===== config.mk =====
export PLATFORM = sky130hd
export DESIGN_NAME = multi_window_queue_dispatcher_unit
export DESIGN_NICKNAME = d
export VERILOG_FILES = /design/src/design/mwqd_pkg.sv /design/src/design/multi_window_queue_dispatcher_unit.sv /design/src/design/mwqd_time_ram.sv /design/src/design/mwqd_ctrl.sv
export VERILOG_INCLUDE_DIRS = /design/src /design/src/design
export SDC_FILE = /design/constraint.sdc
export NUM_CORES = 2
export LEC_CHECK = 0
export BUFFER_PORTS_ARGS = -buffer_cell sky130_fd_sc_hd__buf_2
export CORE_UTILIZATION = 45
export CTS_BUF_LIST = sky130_fd_sc_hd__clkbuf_8
export CTS_CLUSTER_SIZE = 24
export DETAILED_ROUTE_END_ITERATION = 10
export HOLD_SLACK_MARGIN = 0.12
export PLACE_DENSITY = 0.63
export SYNTH_ARGS = -nofsm -noshare
export SYNTH_HDL_FRONTEND = slang
export SYNTH_SLANG_ARGS = --single-unit
export TNS_END_PERCENT = 50

===== constraint.sdc =====
create_clock -name clk -period 8.6 [get_ports clk]
set_input_delay 1.72 -clock clk [delete_from_list [all_inputs] [get_ports clk]]
set_output_delay 1.72 -clock clk [all_outputs]
set_load 0.1 [all_outputs]

===== src/design/multi_window_queue_dispatcher_unit_macros.svh =====
// ----------------------------------------------------------------------------
// multi_window_queue_dispatcher_unit_macros
// assertion helpers shared by the dispatcher modules
// ----------------------------------------------------------------------------
`ifndef MULTI_WINDOW_QUEUE_DISPATCHER_UNIT_MACROS_SVH
`define MULTI_WINDOW_QUEUE_DISPATCHER_UNIT_MACROS_SVH

`ifndef NO_ASSERTIONS

// condition must hold in the same cycle as the trigger
`define MWQD_ASSERT_SAME(lbl, clk, rst_n, ante, cons, msg) \
    lbl: assert property (@(posedge clk) disable iff (!rst_n) (ante) |-> (cons)) \
        else $error(msg);

// condition must hold in the cycle after the trigger
`define MWQD_ASSERT_NEXT(lbl, clk, rst_n, ante, cons, msg) \
    lbl: assert property (@(posedge clk) disable iff (!rst_n) (ante) |=> (cons)) \
        else $error(msg);

`else

`define MWQD_ASSERT_SAME(lbl, clk, rst_n, ante, cons, msg)
`define MWQD_ASSERT_NEXT(lbl, clk, rst_n, ante, cons, msg)

`endif

`endif


===== src/design/mwqd_pkg.sv =====
`timescale 1ns / 1ps
// ----------------------------------------------------------------------------
// mwqd_pkg
// payload types and sequencer states of the queue dispatcher
// ----------------------------------------------------------------------------
package mwqd_pkg;

    localparam int CFG_BITS = 5;

    // one job entering the dispatcher
    typedef struct packed {
        logic [31:0] arrival_time;
        logic [31:0] service_time;
        logic        new_batch;
    } mwqd_job_t;

    // one dispatch result with batch statistics
    typedef struct packed {
        logic [3:0]  server_index;
        logic [31:0] wait_time;
        logic [31:0] finish_time;
        logic [47:0] total_wait;
        logic [31:0] max_wait;
        logic [31:0] latest_finish;
        logic [15:0] job_count;
    } mwqd_result_t;

    // sequencer states
    typedef enum logic [2:0] {
        ST_IDLE,
        ST_SCAN,
        ST_LAST,
        ST_CALC,
        ST_REPORT
    } mwqd_state_t;

endpackage


===== src/design/multi_window_queue_dispatcher_unit.sv =====
`timescale 1ns / 1ps
// ----------------------------------------------------------------------------
// multi_window_queue_dispatcher_unit
// earliest-free multi-server dispatcher with running batch statistics
// ----------------------------------------------------------------------------
// sequence: ST_SCAN over the N servers in use, ST_LAST, ST_CALC, then ST_REPORT,
//   which waits for a free output register; one job at a time, the sequencer
//   scanning the single read port of the free-at memory one server per cycle
// reset: all free-at times read zero (valid bits), statistics zero,
//   window_count one; a new batch clears the free-at times at the job transfer
//   and restarts the statistics with its own result
// ----------------------------------------------------------------------------
`include "multi_window_queue_dispatcher_unit_macros.svh"

module multi_window_queue_dispatcher_unit
    import mwqd_pkg::*;
#(
    parameter int MAX_SERVERS = 16,
    parameter int TIME_BITS   = 32
)
(
    input  logic                clk,
    input  logic                rst_n,
    input  logic                cfg_wr_en,
    input  logic [CFG_BITS-1:0] cfg_wr_data,
    input  logic                job_valid,
    output logic                job_ready,
    input  mwqd_job_t           job,
    output logic                res_valid,
    input  logic                res_ready,
    output mwqd_result_t        res
);

    localparam int IDX_BITS = (MAX_SERVERS > 1) ? $clog2(MAX_SERVERS) : 1;
    localparam logic [47:0] SUM_MAX   = '1;
    localparam logic [15:0] COUNT_MAX = '1;

    logic [CFG_BITS-1:0]  window_count_reg;
    logic [47:0]          wait_sum_reg, wait_sum_next;
    logic [TIME_BITS-1:0] wait_peak_reg, wait_peak_next;
    logic [TIME_BITS-1:0] finish_peak_reg, finish_peak_next;
    logic [15:0]          jobs_seen_reg, jobs_seen_next;
    logic                 res_valid_reg;
    mwqd_result_t         res_reg, res_next;

    logic                 slot_free;
    logic                 done;
    logic                 done_new_batch;
    logic [IDX_BITS-1:0]  done_pick;
    logic [TIME_BITS-1:0] done_wait, done_finish;
    logic                 ram_clear, ram_rd_en, ram_wr_en;
    logic [IDX_BITS-1:0]  ram_rd_addr, ram_wr_addr;
    logic [TIME_BITS-1:0] ram_rd_data, ram_wr_data;

    logic [47:0]          sum_base;
    logic [48:0]          sum_wide;
    logic [TIME_BITS-1:0] peak_base, fpeak_base;
    logic [15:0]          jobs_base;
    logic [63:0]          wait64, finish64, wpeak64, fpeak64;
    logic [7:0]           pick8;

    mwqd_time_ram #(
        .DEPTH     (MAX_SERVERS),
        .TIME_BITS (TIME_BITS),
        .IDX_BITS  (IDX_BITS)
    ) u_ram (
        .clk     (clk),
        .rst_n   (rst_n),
        .clear   (ram_clear),
        .rd_en   (ram_rd_en),
        .rd_addr (ram_rd_addr),
        .rd_data (ram_rd_data),
        .wr_en   (ram_wr_en),
        .wr_addr (ram_wr_addr),
        .wr_data (ram_wr_data)
    );

    mwqd_ctrl #(
        .MAX_SERVERS (MAX_SERVERS),
        .TIME_BITS   (TIME_BITS),
        .IDX_BITS    (IDX_BITS)
    ) u_ctrl (
        .clk            (clk),
        .rst_n          (rst_n),
        .job            (job),
        .job_valid      (job_valid),
        .job_ready      (job_ready),
        .window_count   (window_count_reg),
        .slot_free      (slot_free),
        .done           (done),
        .done_new_batch (done_new_batch),
        .done_pick      (done_pick),
        .done_wait      (done_wait),
        .done_finish    (done_finish),
        .ram_clear      (ram_clear),
        .ram_rd_en      (ram_rd_en),
        .ram_rd_addr    (ram_rd_addr),
        .ram_rd_data    (ram_rd_data),
        .ram_wr_en      (ram_wr_en),
        .ram_wr_addr    (ram_wr_addr),
        .ram_wr_data    (ram_wr_data)
    );

    // output register frees when empty or being taken
    assign slot_free = !res_valid_reg || res_ready;
    assign res_valid = res_valid_reg;
    assign res       = res_reg;

    // batch statistics, cleared first on a new batch
    always_comb
    begin
        sum_base   = done_new_batch ? '0 : wait_sum_reg;
        peak_base  = done_new_batch ? '0 : wait_peak_reg;
        fpeak_base = done_new_batch ? '0 : finish_peak_reg;
        jobs_base  = done_new_batch ? '0 : jobs_seen_reg;

        sum_wide         = {1'b0, sum_base} + 49'(done_wait);
        wait_sum_next    = sum_wide[48] ? SUM_MAX : sum_wide[47:0];
        wait_peak_next   = (done_wait > peak_base) ? done_wait : peak_base;
        finish_peak_next = (done_finish > fpeak_base) ? done_finish : fpeak_base;
        jobs_seen_next   = (jobs_base == COUNT_MAX) ? jobs_base : (jobs_base + 16'd1);
    end

    // result assembly
    always_comb
    begin
        pick8    = 8'(done_pick);
        wait64   = 64'(done_wait);
        finish64 = 64'(done_finish);
        wpeak64  = 64'(wait_peak_next);
        fpeak64  = 64'(finish_peak_next);

        res_next.server_index  = pick8[3:0];
        res_next.wait_time     = wait64[31:0];
        res_next.finish_time   = finish64[31:0];
        res_next.total_wait    = wait_sum_next;
        res_next.max_wait      = wpeak64[31:0];
        res_next.latest_finish = fpeak64[31:0];
        res_next.job_count     = jobs_seen_next;
    end

    // configuration, statistics and output valid
    always_ff @(posedge clk or negedge rst_n)
    begin
        if (!rst_n)
        begin
            window_count_reg <= CFG_BITS'(1);
            wait_sum_reg     <= '0;
            wait_peak_reg    <= '0;
            finish_peak_reg  <= '0;
            jobs_seen_reg    <= '0;
            res_valid_reg    <= 1'b0;
        end
        else
        begin
            if (cfg_wr_en)
            begin
                window_count_reg <= cfg_wr_data;
            end
            if (done)
            begin
                wait_sum_reg    <= wait_sum_next;
                wait_peak_reg   <= wait_peak_next;
                finish_peak_reg <= finish_peak_next;
                jobs_seen_reg   <= jobs_seen_next;
                res_valid_reg   <= 1'b1;
            end
            else if (res_ready)
            begin
                res_valid_reg <= 1'b0;
            end
        end
    end

    // result payload
    always_ff @(posedge clk)
    begin
        if (done)
        begin
            res_reg <= res_next;
        end
    end

    `MWQD_ASSERT_SAME(a_done_slot_free, clk, rst_n, done, !res_valid_reg || res_ready, "result loaded over an untaken result")
    `MWQD_ASSERT_NEXT(a_count_nonzero, clk, rst_n, done, jobs_seen_reg != 16'd0, "job count zero after a dispatch")
    `MWQD_ASSERT_NEXT(a_peak_grows, clk, rst_n, done && !done_new_batch, wait_peak_reg >= $past(wait_peak_reg), "wait peak fell within a batch")

endmodule


===== src/design/mwqd_time_ram.sv =====
`timescale 1ns / 1ps
// ----------------------------------------------------------------------------
// mwqd_time_ram
// free-at time memory, one read and one write port, registered read data;
// per-entry valid bits make a never-written or cleared entry read as zero
// ----------------------------------------------------------------------------
module mwqd_time_ram
    import mwqd_pkg::*;
#(
    parameter int DEPTH     = 16,
    parameter int TIME_BITS = 32,
    parameter int IDX_BITS  = 4
)
(
    input  logic                 clk,
    input  logic                 rst_n,
    input  logic                 clear,
    input  logic                 rd_en,
    input  logic [IDX_BITS-1:0]  rd_addr,
    output logic [TIME_BITS-1:0] rd_data,
    input  logic                 wr_en,
    input  logic [IDX_BITS-1:0]  wr_addr,
    input  logic [TIME_BITS-1:0] wr_data
);

    logic [TIME_BITS-1:0] mem [DEPTH];
    logic [DEPTH-1:0]     valid_reg;
    logic [TIME_BITS-1:0] rd_data_reg;
    logic                 rd_hit_reg;

    // storage write
    always_ff @(posedge clk)
    begin
        if (wr_en)
        begin
            mem[wr_addr] <= wr_data;
        end
    end

    // registered read
    always_ff @(posedge clk)
    begin
        if (rd_en)
        begin
            rd_data_reg <= mem[rd_addr];
        end
    end

    // valid bits, cleared by reset or a new batch
    always_ff @(posedge clk or negedge rst_n)
    begin
        if (!rst_n)
        begin
            valid_reg  <= '0;
            rd_hit_reg <= 1'b0;
        end
        else
        begin
            if (clear)
            begin
                valid_reg <= '0;
            end
            else if (wr_en)
            begin
                valid_reg[wr_addr] <= 1'b1;
            end
            if (rd_en)
            begin
                rd_hit_reg <= valid_reg[rd_addr];
            end
        end
    end

    // unwritten entries read as zero
    assign rd_data = rd_hit_reg ? rd_data_reg : '0;

endmodule


===== src/design/mwqd_ctrl.sv =====
`timescale 1ns / 1ps
// ----------------------------------------------------------------------------
// mwqd_ctrl
// job sequencer: scans the free-at memory, picks a server and computes
// the wait and finish time, then writes the new free-at time back
// ----------------------------------------------------------------------------
`include "multi_window_queue_dispatcher_unit_macros.svh"

module mwqd_ctrl
    import mwqd_pkg::*;
#(
    parameter int MAX_SERVERS = 16,
    parameter int TIME_BITS   = 32,
    parameter int IDX_BITS    = 4
)
(
    input  logic                 clk,
    input  logic                 rst_n,
    input  mwqd_job_t            job,
    input  logic                 job_valid,
    output logic                 job_ready,
    input  logic [CFG_BITS-1:0]  window_count,
    input  logic                 slot_free,
    output logic                 done,
    output logic                 done_new_batch,
    output logic [IDX_BITS-1:0]  done_pick,
    output logic [TIME_BITS-1:0] done_wait,
    output logic [TIME_BITS-1:0] done_finish,
    output logic                 ram_clear,
    output logic                 ram_rd_en,
    output logic [IDX_BITS-1:0]  ram_rd_addr,
    input  logic [TIME_BITS-1:0] ram_rd_data,
    output logic                 ram_wr_en,
    output logic [IDX_BITS-1:0]  ram_wr_addr,
    output logic [TIME_BITS-1:0] ram_wr_data
);

    localparam int EXT_BITS = TIME_BITS + 33;
    localparam logic [TIME_BITS-1:0] TIME_MAX = '1;

    mwqd_state_t          state_reg, state_next;
    logic [IDX_BITS-1:0]  issue_idx_reg;
    logic [IDX_BITS-1:0]  last_idx_reg;
    logic                 cmp_valid_reg;
    logic [IDX_BITS-1:0]  cmp_idx_reg;
    logic [TIME_BITS-1:0] arr_reg, svc_reg;
    logic                 nb_reg;
    logic                 found_reg;
    logic [IDX_BITS-1:0]  free_idx_reg;
    logic [TIME_BITS-1:0] min_reg;
    logic [IDX_BITS-1:0]  min_idx_reg;
    logic [IDX_BITS-1:0]  pick_reg;
    logic [TIME_BITS-1:0] wait_reg, finish_reg;

    logic                 accept;
    logic [EXT_BITS-1:0]  arr_ext, svc_ext;
    logic [TIME_BITS-1:0] arr_clamp, svc_clamp;
    logic [7:0]           wc_ext, used8;
    logic [TIME_BITS-1:0] base_time;
    logic [TIME_BITS:0]   finish_sum;
    logic [TIME_BITS-1:0] finish_clamp;

    assign accept = job_valid && job_ready;

    // saturate incoming times to the time range
    always_comb
    begin
        arr_ext   = EXT_BITS'(job.arrival_time);
        svc_ext   = EXT_BITS'(job.service_time);
        arr_clamp = (arr_ext > EXT_BITS'(TIME_MAX)) ? TIME_MAX : arr_ext[TIME_BITS-1:0];
        svc_clamp = (svc_ext > EXT_BITS'(TIME_MAX)) ? TIME_MAX : svc_ext[TIME_BITS-1:0];
    end

    // servers in use, limited to one through the built maximum
    always_comb
    begin
        wc_ext = 8'(window_count);
        if (wc_ext == 8'd0)
        begin
            used8 = 8'd1;
        end
        else if (wc_ext > 8'(MAX_SERVERS))
        begin
            used8 = 8'(MAX_SERVERS);
        end
        else
        begin
            used8 = wc_ext;
        end
    end

    // finish time from the chosen start, saturating
    always_comb
    begin
        base_time    = found_reg ? arr_reg : min_reg;
        finish_sum   = {1'b0, base_time} + {1'b0, svc_reg};
        finish_clamp = finish_sum[TIME_BITS] ? TIME_MAX : finish_sum[TIME_BITS-1:0];
    end

    // next state
    always_comb
    begin
        state_next = state_reg;
        case (state_reg)
            ST_IDLE:
            begin
                if (accept)
                begin
                    state_next = ST_SCAN;
                end
            end
            ST_SCAN:
            begin
                if (issue_idx_reg == last_idx_reg)
                begin
                    state_next = ST_LAST;
                end
            end
            ST_LAST:
            begin
                state_next = ST_CALC;
            end
            ST_CALC:
            begin
                state_next = ST_REPORT;
            end
            ST_REPORT:
            begin
                if (slot_free)
                begin
                    state_next = ST_IDLE;
                end
            end
            default:
            begin
                state_next = ST_IDLE;
            end
        endcase
    end

    // state outputs
    always_comb
    begin
        job_ready   = 1'b0;
        ram_rd_en   = 1'b0;
        done        = 1'b0;
        case (state_reg)
            ST_IDLE:   job_ready = 1'b1;
            ST_SCAN:   ram_rd_en = 1'b1;
            ST_REPORT: done      = slot_free;
            default:   job_ready = 1'b0;
        endcase
    end

    assign ram_clear      = accept && job.new_batch;
    assign ram_rd_addr    = issue_idx_reg;
    assign ram_wr_en      = done;
    assign ram_wr_addr    = pick_reg;
    assign ram_wr_data    = finish_reg;
    assign done_new_batch = nb_reg;
    assign done_pick      = pick_reg;
    assign done_wait      = wait_reg;
    assign done_finish    = finish_reg;

    // control registers
    always_ff @(posedge clk or negedge rst_n)
    begin
        if (!rst_n)
        begin
            state_reg     <= ST_IDLE;
            issue_idx_reg <= '0;
            last_idx_reg  <= '0;
            cmp_valid_reg <= 1'b0;
            cmp_idx_reg   <= '0;
            found_reg     <= 1'b0;
        end
        else
        begin
            state_reg     <= state_next;
            cmp_valid_reg <= (state_reg == ST_SCAN);
            cmp_idx_reg   <= issue_idx_reg;
            if (accept)
            begin
                issue_idx_reg <= '0;
                last_idx_reg  <= IDX_BITS'(used8 - 8'd1);
                found_reg     <= 1'b0;
            end
            else
            begin
                if (state_reg == ST_SCAN)
                begin
                    issue_idx_reg <= issue_idx_reg + 1'b1;
                end
                if (cmp_valid_reg && !found_reg && (ram_rd_data <= arr_reg))
                begin
                    found_reg <= 1'b1;
                end
            end
        end
    end

    // job payload and scan results
    always_ff @(posedge clk)
    begin
        if (accept)
        begin
            arr_reg <= arr_clamp;
            svc_reg <= svc_clamp;
            nb_reg  <= job.new_batch;
        end
        // first free server and earliest free-at, lowest index on ties
        if (cmp_valid_reg)
        begin
            if (!found_reg && (ram_rd_data <= arr_reg))
            begin
                free_idx_reg <= cmp_idx_reg;
            end
            if ((cmp_idx_reg == '0) || (ram_rd_data < min_reg))
            begin
                min_reg     <= ram_rd_data;
                min_idx_reg <= cmp_idx_reg;
            end
        end
        if (state_reg == ST_CALC)
        begin
            pick_reg   <= found_reg ? free_idx_reg : min_idx_reg;
            wait_reg   <= found_reg ? '0 : (min_reg - arr_reg);
            finish_reg <= finish_clamp;
        end
    end

    `MWQD_ASSERT_NEXT(a_accept_starts_scan, clk, rst_n, accept, state_reg == ST_SCAN, "accepted job did not start a scan")
    `MWQD_ASSERT_SAME(a_scan_in_range, clk, rst_n, state_reg == ST_SCAN, issue_idx_reg <= last_idx_reg, "scan address past the servers in use")
    `MWQD_ASSERT_SAME(a_busy_min_late, clk, rst_n, (state_reg == ST_CALC) && !found_reg, min_reg > arr_reg, "no free server but earliest free-at not after arrival")

endmodule

==> run metrics <==
Synth Instances=3319; fmax=199 MHz; Rel. slew slack=21.5%; port buffer count=272; Max Slew Vio Count=0; Resized cells post-CTS=0; first-pass GRT wire length=183000 um; fill cell count=9010; post-synth cell types=91; endpoint type of the worst setup path=flip-flop; reg-to-reg slack, setup=3.57 ns; Maximum Capacitance Violations=0; dpl hpwl=79700 um; Critical Path AT=5.80 ns; Fin Setup TNS=0 ns; post-route clock period utilization=58.4%; GRT Total Usage=22.7%; vias in the first global route=29100; Worst Hold Path Cells=2; final hold slack=0.464 ns; async set-reset flop share out of synthesis=15.5%; share of layout cells above drive strength 1=21.2%; Num CTS Buffers=176; Avg WL per Cell=23.5 um; R2R Path Start=u_ctrl.done_new_batch$_DFFE_PP_; critical path type=reg -> reg; drt initial violations=2522; R2R depth=16; clk sinks=1081; max FFs per register=512; postcts setup bufs=0; grt total ovfl=0; CP startpoint kind=flip-flop; synthesis-to-finish area growth=13.5%; htree depth=4; worst hold path type=reg -> reg; Core ar.=107000 um^2; Clock Skew=0.0359 ns; PwrDens=323 nW/um^2; Setup crit start=u_ctrl.done_new_batch$_DFFE_PP_; Die Ht=331 um; final hold violation count=0; Mapped Nets=3620; # setup viols final=0; cts-stage hold buffer count=0; Post-route DRC=0; worst slack, placed=3.48 ns; # rows=120; crit path max fanout=50; minimum clock period=5.03 ns; synth warn=0; RSZ-0062 raised after global routing=false; Routability Congestion=0.905; final core utilization=51.5%; Vias/cell=5.61; hold path endpoint=jobs_seen_reg[1]$_DFFE_PN0P_; clk_lat worst skew=0.86 ns; Worst Tran Pin Value=1.18 ns; VDD IR max=0.150 mV; antenna violations before repair=6; Post-Route WL=123000 um; #FFs+latches synth=1081; Initial Util=45.4%; fin worst setup slack=3.57 ns; detailed-router iteration count before antenna repair=7; sequential share of the synthesized area=65.1%; synthesized cell area=48600 um^2; largest net degree at the start of global routing=98; Top-Level Pins=273; Top FF cell, synth=edfxtp_1; Leak=21.2 nW; Reg clk slew, reported paths=0.06 ns; vias after detailed routing=29400; CTS tree=done; outcome=finished, final reports clean; fin nets=3983; Root Driver=clkbuf_8; CP required=9.38 ns; number of flops mapped to enable cells by yosys=913; clock buffer depth=3; antenna-violating nets left=0; Hold Path Origin=jobs_seen_reg[1]$_DFFE_PN0P_; worst reg2reg path endpoint=finish_peak_reg[21]$_DFFE_PN0P_; syn avg cell area=14.6 um^2; Die Area=109000 um^2; Chip Width=331 um
==> worst max-delay path by stage <==
| stage | cells after the start | slack [ns] | to |
|---|---|---|---|
| 2_1_floorplan | 6 | 0.28 | res[0]$_DFFE_PP_ |
| 3_3_place_gp | 8 | 3.54 | wait_sum_reg[1]$_DFFE_PN0P_ |
| 3_5_place_dp | 8 | 3.48 | wait_sum_reg[1]$_DFFE_PN0P_ |
| 4_1_cts | 16 | 3.56 | finish_peak_reg[22]$_DFFE_PN0P_ |
| 5_1_grt | 16 | 3.20 | finish_peak_reg[22]$_DFFE_PN0P_ |
| 6_report | 16 | 3.57 | finish_peak_reg[21]$_DFFE_PN0P_ |
==> worst max-delay path: stages (launching register included) <==
cell and delay [ns]:
edfxtp_1 0.37, buf_4 0.29, inv_2 0.48, buf_4 0.60, nand2_1 0.15, ha_1 0.32, nor2b_1 0.13, o21a_1 0.16
o21a_1 0.16, o21ai_0 0.14, nand4b_1 0.13, a221oi_1 0.62, o22ai_4 0.25, buf_4 0.35, o21ai_2 0.16, buf_4 0.36
a22o_1 0.19
==> report_power, final <==
group | internal [mW] | leakage (nW) | total, mW | switching (mW)
Sequential | 6.73 | 10.5 | 7.30 | 0.572
Clock | 2.30 | 1.98 | 4.41 | 2.11
Combinational | 2.37 | 8.70 | 6.08 | 3.71
Total | 11.4 | 21.2 | 17.8 | 6.39
==> stage by stage <==
step                instances  instance area (um^2)  total power, mW
floorplan                3319                 48600             11.8
global placement         4907                 51700             13.4
detailed placement       4907                 51700             13.4
CTS                      5235                 55100             17.9
global route             5237                 55100             18.8
finish                   5237                 55100             17.8
==> cell families after synthesis <==
family,synth area share (%)
mux,8.35
xor+xnor,2.18
simple gates,8.11
flops,65.1
compound gates,8.36
buf+inv,2.00
fa+ha+maj,5.89
==> layout make-up <==
cell class	count	area [um^2]	area share (%)
clock inverter	142	925	1.68
sequential	1081	31600	57.4
tap	1403	1760	3.18
antenna	2	5.00	0.00908
timing repair buffer	321	1740	3.15
multi-input combinational	2005	16200	29.3
inverter	97	373	0.676
clock buffer	186	2560	4.64
==> metal layers <==
layer,vias to the layer above,share of wire [%],routed length [um],track usage (%)
met4,2,2.5,3070,7.32
met3,194,6.7,8220,4.79
met5,-,0.011,13,0
met2,996,47,57700,35.9
li1,13500,-,-,-
met1,14700,44,54200,31.4
==> cells in the mapped netlist, types with 51 or more instances <==
master      n  area share, %
a21o_1     74            1.1
a21oi_1   123            1.3
a22o_1     65            1.2
a31oi_1    51           0.66
clkbuf_1   84           0.65
dfrtp_1   167            8.6
edfxtp_1  913             56
ha_1      223            5.7
inv_1      95           0.73
mux4_2    165            7.7
nand2_1   358            2.8
nor2_1    172            1.3
nor2b_1    61           0.79
o21ai_0   159            1.6
xnor2_1    64            1.2
xor2_1     57            1.0
==> cells in the final DEF, fill, tap and decap left out, drive strengths merged, types with 77 or more instances in the layout <==
cell	instances
a21oi	123
buf	320
edfxtp	913
ha	223
a21o	77
nor2	174
inv	155
o21ai	167
dfrtp	167
clkbuf	187
mux4	165
nand2	359
(Power assumes the default switching activity.)
